[src/vlfs_pkg.sv]
`timescale 1ns / 1ps

package vlfs_pkg;

    localparam int MAX_VARINT_BYTES = 10;
    localparam int LEN_W            = 64;
    localparam int VALUE_W          = 7;
    localparam int CNT_W            = $clog2(MAX_VARINT_BYTES + 1);

    localparam logic [7:0] CONT_BIT   = 8'b1000_0000;
    localparam logic [7:0] VALUE_BITS = 8'b0111_1111;

    localparam logic FUNC_DATA = 1'b0;
    localparam logic FUNC_EOS  = 1'b1;

    localparam logic [1:0] PH_LENGTH  = 2'd0;
    localparam logic [1:0] PH_PAYLOAD = 2'd1;
    localparam logic [1:0] PH_ERROR   = 2'd2;

    localparam logic [1:0] ERR_NONE      = 2'd0;
    localparam logic [1:0] ERR_VARINT    = 2'd1;
    localparam logic [1:0] ERR_TRUNCATED = 2'd2;

    typedef struct packed {
        logic [7:0] payload_byte;
        logic       frame_first;
        logic       frame_last;
        logic       empty_frame;
        logic       stream_done;
        logic [1:0] error_code;
    } result_t;

endpackage

[src/varint_length_frame_splitter.sv]
`timescale 1ns / 1ps

// Channel   Ports                                   Direction  Item
// s_        s_valid/s_ready, s_func, s_data_byte     in         one stream byte or end of stream
// m_        m_valid/m_ready, m_payload_byte, flags   out        payload byte, empty frame or status
// cfg_      cfg_wr_en, cfg_wr_data                   in         skip-first-frame bit, no wait
//
// One item per cycle: each accepted item is decoded in the cycle it is taken and its
// result, if any, lands in the output register at the same edge.
// s_ready is high whenever the output register is empty or being drained this cycle.
// A stalled m_ready holds the output register and blocks intake once a result item waits.
// Reset (synchronous, active low) clears the frame state; skip-first-frame resets to 1.
module varint_length_frame_splitter
    import vlfs_pkg::*;
(
    input  logic       aclk,
    input  logic       aresetn,

    input  logic       cfg_wr_en,
    input  logic       cfg_wr_data,

    input  logic       s_valid,
    output logic       s_ready,
    input  logic       s_func,
    input  logic [7:0] s_data_byte,

    output logic       m_valid,
    input  logic       m_ready,
    output logic [7:0] m_payload_byte,
    output logic       m_frame_first,
    output logic       m_frame_last,
    output logic       m_empty_frame,
    output logic       m_stream_done,
    output logic [1:0] m_error_code
);

    logic             skip_reg;
    logic [1:0]       phase_reg, phase_next;
    logic [LEN_W-1:0] accum_reg, accum_next;
    logic [CNT_W-1:0] count_reg, count_next;
    logic [LEN_W-1:0] remain_reg, remain_next;
    logic             header_seen_reg, header_seen_next;
    logic             at_start_reg, at_start_next;
    logic             dropping_reg, dropping_next;

    logic             out_valid_reg;
    result_t          out_reg;
    result_t          res;
    logic             res_valid;

    logic             accept;
    logic [LEN_W-1:0] length_full;
    logic [CNT_W-1:0] count_inc;
    logic             drop_now;

    assign s_ready = !out_valid_reg || m_ready;
    assign accept  = s_valid && s_ready;

    // Merge this byte's seven value bits at the position set by the byte count
    always_comb begin
        length_full = accum_reg;
        for (int i = 0; i < MAX_VARINT_BYTES; i++) begin
            if (count_reg == CNT_W'(i)) begin
                length_full = accum_reg
                    | (LEN_W'(s_data_byte & VALUE_BITS) << (VALUE_W * i));
            end
        end
    end

    assign count_inc = count_reg + CNT_W'(1);

    always_comb begin
        phase_next       = phase_reg;
        accum_next       = accum_reg;
        count_next       = count_reg;
        remain_next      = remain_reg;
        header_seen_next = header_seen_reg;
        at_start_next    = at_start_reg;
        dropping_next    = dropping_reg;
        res              = '0;
        res_valid        = 1'b0;
        drop_now         = 1'b0;

        if (s_func == FUNC_EOS) begin
            res_valid       = 1'b1;
            res.stream_done = 1'b1;
            if (phase_reg == PH_PAYLOAD
                || (phase_reg == PH_LENGTH && count_reg != '0)) begin
                res.error_code = ERR_TRUNCATED;
            end
            phase_next       = PH_LENGTH;
            accum_next       = '0;
            count_next       = '0;
            remain_next      = '0;
            header_seen_next = 1'b0;
            at_start_next    = 1'b1;
            dropping_next    = 1'b0;
        end else begin
            case (phase_reg)
                PH_LENGTH: begin
                    if ((s_data_byte & CONT_BIT) != '0) begin
                        if (count_inc >= CNT_W'(MAX_VARINT_BYTES)) begin
                            phase_next     = PH_ERROR;
                            accum_next     = '0;
                            count_next     = '0;
                            res_valid      = 1'b1;
                            res.error_code = ERR_VARINT;
                        end else begin
                            accum_next = length_full;
                            count_next = count_inc;
                        end
                    end else begin
                        drop_now         = skip_reg && !header_seen_reg;
                        header_seen_next = 1'b1;
                        remain_next      = length_full;
                        accum_next       = '0;
                        count_next       = '0;
                        at_start_next    = 1'b1;
                        if (length_full == '0) begin
                            dropping_next   = 1'b0;
                            res_valid       = !drop_now;
                            res.empty_frame = 1'b1;
                        end else begin
                            dropping_next = drop_now;
                            phase_next    = PH_PAYLOAD;
                        end
                    end
                end
                PH_PAYLOAD: begin
                    remain_next      = remain_reg - LEN_W'(1);
                    at_start_next    = 1'b0;
                    res.payload_byte = s_data_byte;
                    res.frame_first  = at_start_reg;
                    res.frame_last   = (remain_reg == LEN_W'(1));
                    res_valid        = !dropping_reg;
                    if (remain_reg == LEN_W'(1)) begin
                        phase_next    = PH_LENGTH;
                        at_start_next = 1'b1;
                        dropping_next = 1'b0;
                    end
                end
                default: begin
                    // error phase: data bytes are swallowed until end of stream
                end
            endcase
        end
    end

    always_ff @(posedge aclk) begin
        if (!aresetn) begin
            skip_reg        <= 1'b1;
            phase_reg       <= PH_LENGTH;
            accum_reg       <= '0;
            count_reg       <= '0;
            remain_reg      <= '0;
            header_seen_reg <= 1'b0;
            at_start_reg    <= 1'b1;
            dropping_reg    <= 1'b0;
            out_valid_reg   <= 1'b0;
        end else begin
            if (cfg_wr_en) begin
                skip_reg <= cfg_wr_data;
            end
            if (accept) begin
                phase_reg       <= phase_next;
                accum_reg       <= accum_next;
                count_reg       <= count_next;
                remain_reg      <= remain_next;
                header_seen_reg <= header_seen_next;
                at_start_reg    <= at_start_next;
                dropping_reg    <= dropping_next;
                out_valid_reg   <= res_valid;
            end else if (m_ready) begin
                out_valid_reg <= 1'b0;
            end
        end
    end

    always_ff @(posedge aclk) begin
        if (accept && res_valid) begin
            out_reg <= res;
        end
    end

    assign m_valid        = out_valid_reg;
    assign m_payload_byte = out_reg.payload_byte;
    assign m_frame_first  = out_reg.frame_first;
    assign m_frame_last   = out_reg.frame_last;
    assign m_empty_frame  = out_reg.empty_frame;
    assign m_stream_done  = out_reg.stream_done;
    assign m_error_code   = out_reg.error_code;

endmodule
[config.mk]
export PLATFORM = sky130hd
export DESIGN_NAME = varint_length_frame_splitter
export DESIGN_NICKNAME = d
export VERILOG_FILES = /design/src/vlfs_pkg.sv /design/src/varint_length_frame_splitter.sv
export SDC_FILE = /design/constraint.sdc
export NUM_CORES = 1
export LEC_CHECK = 0
export ABC_AREA = 1
export BUFFER_PORTS_ARGS = -buffer_cell sky130_fd_sc_hd__buf_4
export CORE_UTILIZATION = 50
export CTS_CLUSTER_SIZE = 12
export DETAILED_ROUTE_END_ITERATION = 8
export GPL_TIMING_DRIVEN = 0
export PLACE_DENSITY = 0.7
export SYNTH_ARGS = -nofsm -noshare
export SYNTH_HDL_FRONTEND = slang
export SYNTH_SLANG_ARGS = --single-unit
[constraint.sdc]
create_clock -name aclk -period 6.8 [get_ports aclk]
set_clock_uncertainty 0.1 [all_clocks]
set_input_delay 1.36 -clock aclk [delete_from_list [all_inputs] [get_ports aclk]]
set_output_delay 1.36 -clock aclk [all_outputs]
set_load 0.05 [all_outputs]
# Yosys cells after proc, flatten, opt, wreduce, memory -nomap -nowiden
# Cells that the tools add are included.
op_classes:
  n_reduce_logical: 24
  bitwise: 12
  multipliers: 0
  n_eq_ne: 16
  div_mod_pow: 0
  order_cmp: 1
  shift: 0
  add_sub_neg: 2
  muxes: 52
ops:
  columns: ["operator", "n"]
  rows:
  - ["$mux W64", 16]
  - ["$pmux W64 S2", 1]
  - ["$eq A64 B1 Y1 const B", 1]
  - ["$logic_not A64 Y1", 1]
  - ["$or A64 B14 Y64", 1]
  - ["$or A64 B21 Y64", 1]
  - ["$or A64 B28 Y64", 1]
  - ["$or A64 B35 Y64", 1]
  - ["$or A64 B42 Y64", 1]
  - ["$or A64 B49 Y64", 1]
  - ["$or A64 B56 Y64", 1]
  - ["$or A64 B63 Y64", 1]
  - ["$or A64 B64 Y64", 1]
  - ["$or A64 B7 Y64", 1]
  - ["$sub A64 B1 Y64 const B", 1]
  - ["$mux W1", 20]
  - ["$eq A4 B3 Y1 const B", 4]
  - ["$mux W4", 4]
  - ["$mux W2", 7]
  - ["$eq A4 B2 Y1 const B", 2]
  - ["$eq A4 B4 Y1 const B", 2]
  - ["$pmux W1 S2", 3]
  - ["$reduce_and A3 Y1", 2]
  - ["$reduce_and A5 Y1", 1]
  - ["other kinds (23)", 32]
totals:
  latch_bits: 0
  wordCells: 122
  reg_bits: 153
  ramBits: 0
  in_bits: 15
  rom_bits: 0
  out_inout_bits: 16
  n_memories: 0

# Logic depth before layout (Yosys ltp)
logic_depth:
  word_depth: 17
  depth_mapped: 18
  ltp_nobuf: 17

# Worst setup path before layout
# OpenSTA, ideal clock, no wires.
synth_timing:
  path_type: "input-to-reg"
  startpoint: "input m_ready"
  endpoint: "register remain_reg[19]"
  setup_ns: 0.070
  path_buffers: 1
  t_arrival_ns: 3.102
  path_stages: 12
  setup_slack_ns: 3.527
  t_required_ns: 6.630
  path_cell_list: "inv_1 -> nand2_1 -> nand2_1 -> inv_1 -> o21ai_0 -> nor2_1 -> nand2_1 -> inv_1 -> clkbuf_2 -> o21ai_0 -> o21bai_1 -> a21oi_1"
synth_between:
  elab_chain_len: 3
synth_lines:
  columns: ["item", "line", "source"]
  rows:
  - ["start: declaration", "varint_length_frame_splitter.sv:28", "input logic m_ready,"]
  - ["$logic_or A1 B1 Y1", "varint_length_frame_splitter.sv:56", "assign s_ready = !out_valid_reg || m_ready;"]
  - ["named net s_ready", "varint_length_frame_splitter.sv:23", "output logic s_ready,"]
  - ["$logic_and A1 B1 Y1", "varint_length_frame_splitter.sv:57", "assign accept = s_valid && s_ready;"]
  - ["$reduce_and A3 Y1 (no line)", null, null]
  - ["end signal: assignment", "varint_length_frame_splitter.sv:168", "remain_reg <= remain_next;"]
  - ["end: declaration", "varint_length_frame_splitter.sv:41", "logic [LEN_W-1:0] remain_reg, remain_next;"]
# The timed path passes the listed nets, and every way through them passes these cells.
# A chain may end at the register's enable or synchronous reset.

# Final worst setup path
layout_timing:
  startpoint: "input s_data_byte[2]"
  endpoint: "register out_reg (netlist bit m_payload_byte[2]), enable pin"
layout_between:
  elab_chain_len: 17
  word_cells_on_any_way: 25
  cone_classes: "14 x mux; 9 x bitwise; 2 x reduce/logical"
layout_lines:
  columns: ["item", "line", "source"]
  rows:
  - ["start: declaration", "varint_length_frame_splitter.sv:25", "input logic [7:0] s_data_byte,"]
  - ["$or A64 B7 Y64", "varint_length_frame_splitter.sv:65", "| (LEN_W'(s_data_byte & VALUE_BITS) << (VALUE_W * i));"]
  - ["$mux W64 (8 in a row)", "varint_length_frame_splitter.sv:63", "if (count_reg == CNT_W'(i)) begin"]
  - ["$mux W64 * (2 in a row)", "varint_length_frame_splitter.sv:63", null]
  - ["$logic_not A64 Y1 *", "varint_length_frame_splitter.sv:119", "if (length_full == '0) begin"]
  - ["$mux W1 *", "varint_length_frame_splitter.sv:119", null]
  - ["$mux W1 *", "varint_length_frame_splitter.sv:101", "if ((s_data_byte & CONT_BIT) != '0) begin"]
  - ["$pmux W1 S2 *", "varint_length_frame_splitter.sv:99", "case (phase_reg)"]
  - ["$mux W1 *", "varint_length_frame_splitter.sv:84", "if (s_func == FUNC_EOS) begin"]
  - ["$logic_and A1 B1 Y1 *", "varint_length_frame_splitter.sv:180", "if (accept && res_valid) begin"]
  - ["end signal: assignment", "varint_length_frame_splitter.sv:181", "out_reg <= res;"]
  - ["end: declaration", "varint_length_frame_splitter.sv:47", "result_t out_reg;"]
# Mark *: on every way between the ends. The rest lies on a longest branch, timed or not.

==> summary by stage <==
Global route
The first global-routing pass estimated about 46,000 µm of wire. The maximum number of pins on one net before global-route repair is 17. The initial antenna violation count is 0.

In the global route stage, overall resource usage came out at approximately 33%. Global routing used a little over half of the available met2 tracks. The routing usage on met1 is between 40% and 50%.

The global-route track usage on met3 is 4.93%. The via count of the first global-routing pass is 8,622. The layer with the highest usage after global routing is met2.

The final global-route overflow total is 0.

Cells and area
The sequential cell area is 3200 µm². The total non-filler cell area in the finished layout is 10,200 µm². The antenna diode count is 0.

The area occupied by multi-input gates is 5110 µm². In the final layout, the share of cells above drive strength 1 is 8.56%. The filler cells instantiated in the layout total approximately 1,700. The growth of design area from synthesis to finish is 11.6%. The number of cells in the finished layout apart from fillers is 1,685. The net count reported at finish is 1,468.

Synthesis
Among all flip-flop cells after synthesis, the most frequent one is sky130_fd_sc_hd__dfxtp_1. After synthesis, the netlist uses 50 different library cells. The cell area after synthesis is ~9100 µm². The synthesis warning total is 0. Sorting the synthesized cells by how often they occur yields 360 x sky130_fd_sc_hd__nand2_1, 221 x sky130_fd_sc_hd__nor2_1, 150 x sky130_fd_sc_hd__a21oi_1.

The synthesized flop and latch total is around 150. Counting every net in the synthesized netlist gives around 1,400. The most common cell in the synthesized netlist is sky130_fd_sc_hd__nand2_1.

The sequential-to-total area share from yosys stat is between 30% and 40%. Counting every instance in the synthesized netlist gives 1,404. By area the synthesized netlist is led by sky130_fd_sc_hd__dfxtp_1 31%, sky130_fd_sc_hd__nand2_1 15%, sky130_fd_sc_hd__nor2_1 9.1%, sky130_fd_sc_hd__a21oi_1 8.2%, sky130_fd_sc_hd__inv_1 4.9%.

The average instance in the mapped netlist occupies around 6.5 µm². The share of Yosys cell area claimed by the top area cell type is 30.6%. The leading area contributor after synthesis is sky130_fd_sc_hd__dfxtp_1.

Yosys mapped a number of flops with a built-in enable equal to 14. Counting flops with an async set or reset pin after synthesis yields a share of 0%.

Power and ir drop
The power density of the placed cells is 254 nW/µm². IR analysis of the VDD net gives a maximum drop of between 0.15 and 0.2 mV. The static power due to leakage is 4.51 nW.

Worst setup path
Walking the worst path, the cells encountered are clkbuf_1 > inv_1 > nand2_1 > nand3_1 > nand2_1 > nand2_1 > nand2_1 > nor2_1 > nand2_1 > nor2_1 > nand2_1 > nor2_2 > nand4_1 > nand2_1 > nand2_1 > inv_1. Of all nets on the critical path, the largest fanout is 14. The arrival time of data at the critical path endpoint is 3460 ps. The largest single stage delay on the critical path is 440 ps. By instance count, the cell type seen most on the critical path is sky130_fd_sc_hd__nand2_1.

The worst path required time is 6780 ps. The cell with the largest stage delay on the worst path is sky130_fd_sc_hd__inv_1. STA classifies the critical path endpoint as a flip-flop. The worst setup path is launched from an input port. The critical path is of the in -> reg type.

Min path
The path type of the worst min-delay path is reg -> reg.

CTS
In this run the clock root is driven by a sky130_fd_sc_hd__clkbuf_16. For the worst-skew pair, the clock arrives at the later sink with an insertion delay of about 440 ps. Buffers inserted to repair hold after CTS numbered 0.

The buffer count from post-CTS setup fixing is 0. The number of buffers created by CTS is 17. Once the clock tree was built, the resizer swapped 0 gates to a different size. TritonCTS built the clock tree. The number of buffers between clock root and the deepest sink is 2.

The number of levels in the clock H-tree is 4. For this design, the sink count on the clock tree is 153. The CTS clock-pin slew for the worst setup and hold paths is 70 ps.

Run
The count of max-cap constraint violations is 0.

Drt
The routed via count is about 9,600. After detailed routing, the number of remaining DRC violations is 0. The routed wire length per instance is 17.6 µm.

The final layout contains routed wiring with a total length of 29,600 µm. The routed via count divided by cell count is 5.69. The pre-antenna-repair detailed-routing pass consisted of 6 iterations. The count of routing violations after the opening detailed-route iteration is 1,108. The number of nets still failing antenna checks after routing is 0.

Floorplanning
The die is 137 µm wide. 31 I/O pins were placed. The total core area is 17,500 µm². The number of core rows is 48. Measured along the y axis, the die boundary spans 137 µm. For this configuration, the core starts out at a cell density of between 50% and 60%. The floorplan step defined a die boundary enclosing roughly 19,000 µm².

Timing
The final count of hold timing violations is 0. The final cycle utilization of the critical path is around 50%. The worst path in the final design needs a cycle of 3480 ps, including I/O delays and setup. The max-slew violation total from the final report is 0. Setup repair after global routing left no endpoint under its margin.

The tightest slew margin relative to the limit is 41.7%. The final setup violation count is 0. The setup TNS is 0 ps. Timing would allow up to 287 MHz. The slew of the pin with the lowest slew margin is roughly 870 ps. The setup slack after layout is 3320 ps.

Place
The count of buffers added on input and output ports is 24. The detailed placement HPWL is 22,000 µm. In this run the cell area measured after placement is 9570 µm².

Prior to clock tree synthesis, the placed netlist has a worst setup slack of 2910 ps. The placed cell count is 1,653. Routability-driven placement finished with a final weighted congestion of 0.954.

Run status
The run finished with clean final reports.
[cells by family after synthesis]
kind of cell / after synthesis / share of synthesized area (%)
AND/OR/NAND/NOR: 715 / 33.1
AO/OA/AOI/OAI: 300 / 19.1
buffers and inverters: 198 / 8.71
flip-flops: 153 / 35.2
XOR/XNOR: 32 / 3.08
adder cells (fa/ha/maj): 6 / 0.824
[per-stage QoR]
step / hold slack (ps) / utilization (%) / power (mW)
after global placement: 344 / 54.6 / 1.60
after CTS: 358 / 57.9 / 2.56
after global routing: 377 / 57.9 / 2.67
after floorplan: 337 / - / 1.42
after detailed placement: 347 / 54.6 / 1.60
final: 359 / 57.9 / 2.58
[critical path, delay by kind of cell]
| kind | cells | cell delay, ps |
|---|---|---|
| buf+inv | 3 | 920 |
| simple gates | 13 | 1150 |
[area by class of cell]
class	instances	share of cell area, %
multi-input combinational	1053	50.3
sequential	153	31.5
inverter	130	4.80
clock buffer	17	4.19
buffer	68	3.00
tap	225	2.77
timing repair buffer	24	1.77
clock inverter	15	1.64
[worst paths after layout]
path	start	end	slack [ps]	depth (start not counted)
setup / recovery	s_data_byte[2]	m_payload_byte[2]	3320	16
hold / removal	accum_reg[50]	accum_reg[50]	360	2
setup reg to reg	count_reg[0]	m_payload_byte[2]	3470	17
hold reg to reg	accum_reg[50]	accum_reg[50]	360	2
[cell usage in the layout (no fill, tap or decap), drive strengths merged]
cell type / Yosys / final
o311ai: 1 / 1
ha: 6 / 6
edfxtp: 14 / 14
o21a: 2 / 2
o211ai: 25 / 25
nor4: 6 / 6
clkbuf: 52 / 69
nand2: 367 / 367
bufinv: 0 / 2
nor3b: 1 / 1
a31oi: 4 / 4
o21ai: 61 / 61
buf: 16 / 40
clkinv: 1 / 6
inv: 129 / 134
a21oi: 151 / 151
and2: 2 / 2
o31ai: 3 / 3
clkinvlp: 0 / 3
or2: 14 / 14
a22oi: 13 / 13
and3b: 1 / 1
xor2: 19 / 19
a21boi: 2 / 2
nand3b: 1 / 1
nor3: 18 / 18
xnor2: 13 / 13
nor2: 233 / 233
nand4: 14 / 14
o221ai: 8 / 8
nand3: 58 / 58
o21bai: 29 / 29
a221oi: 1 / 1
dfxtp: 139 / 139
[metal layers]
metal / up-vias / share of wire, %
met2: 385 / 45
met1: 4450 / 43
li1: 4665 / -
met5: - / 0
met4: 0 / 4.6
met3: 84 / 7.1
[power by group]
group | leakage, nW | switching, mW | internal (mW) | total, mW
clock network | 0.281 | 0.427 | 0.547 | 0.974
logic | 2.97 | 0.463 | 0.189 | 0.652
registers | 1.26 | 0.0194 | 0.932 | 0.951
total | 4.51 | 0.909 | 1.67 | 2.58
Power figures use the tool's default switching activity.
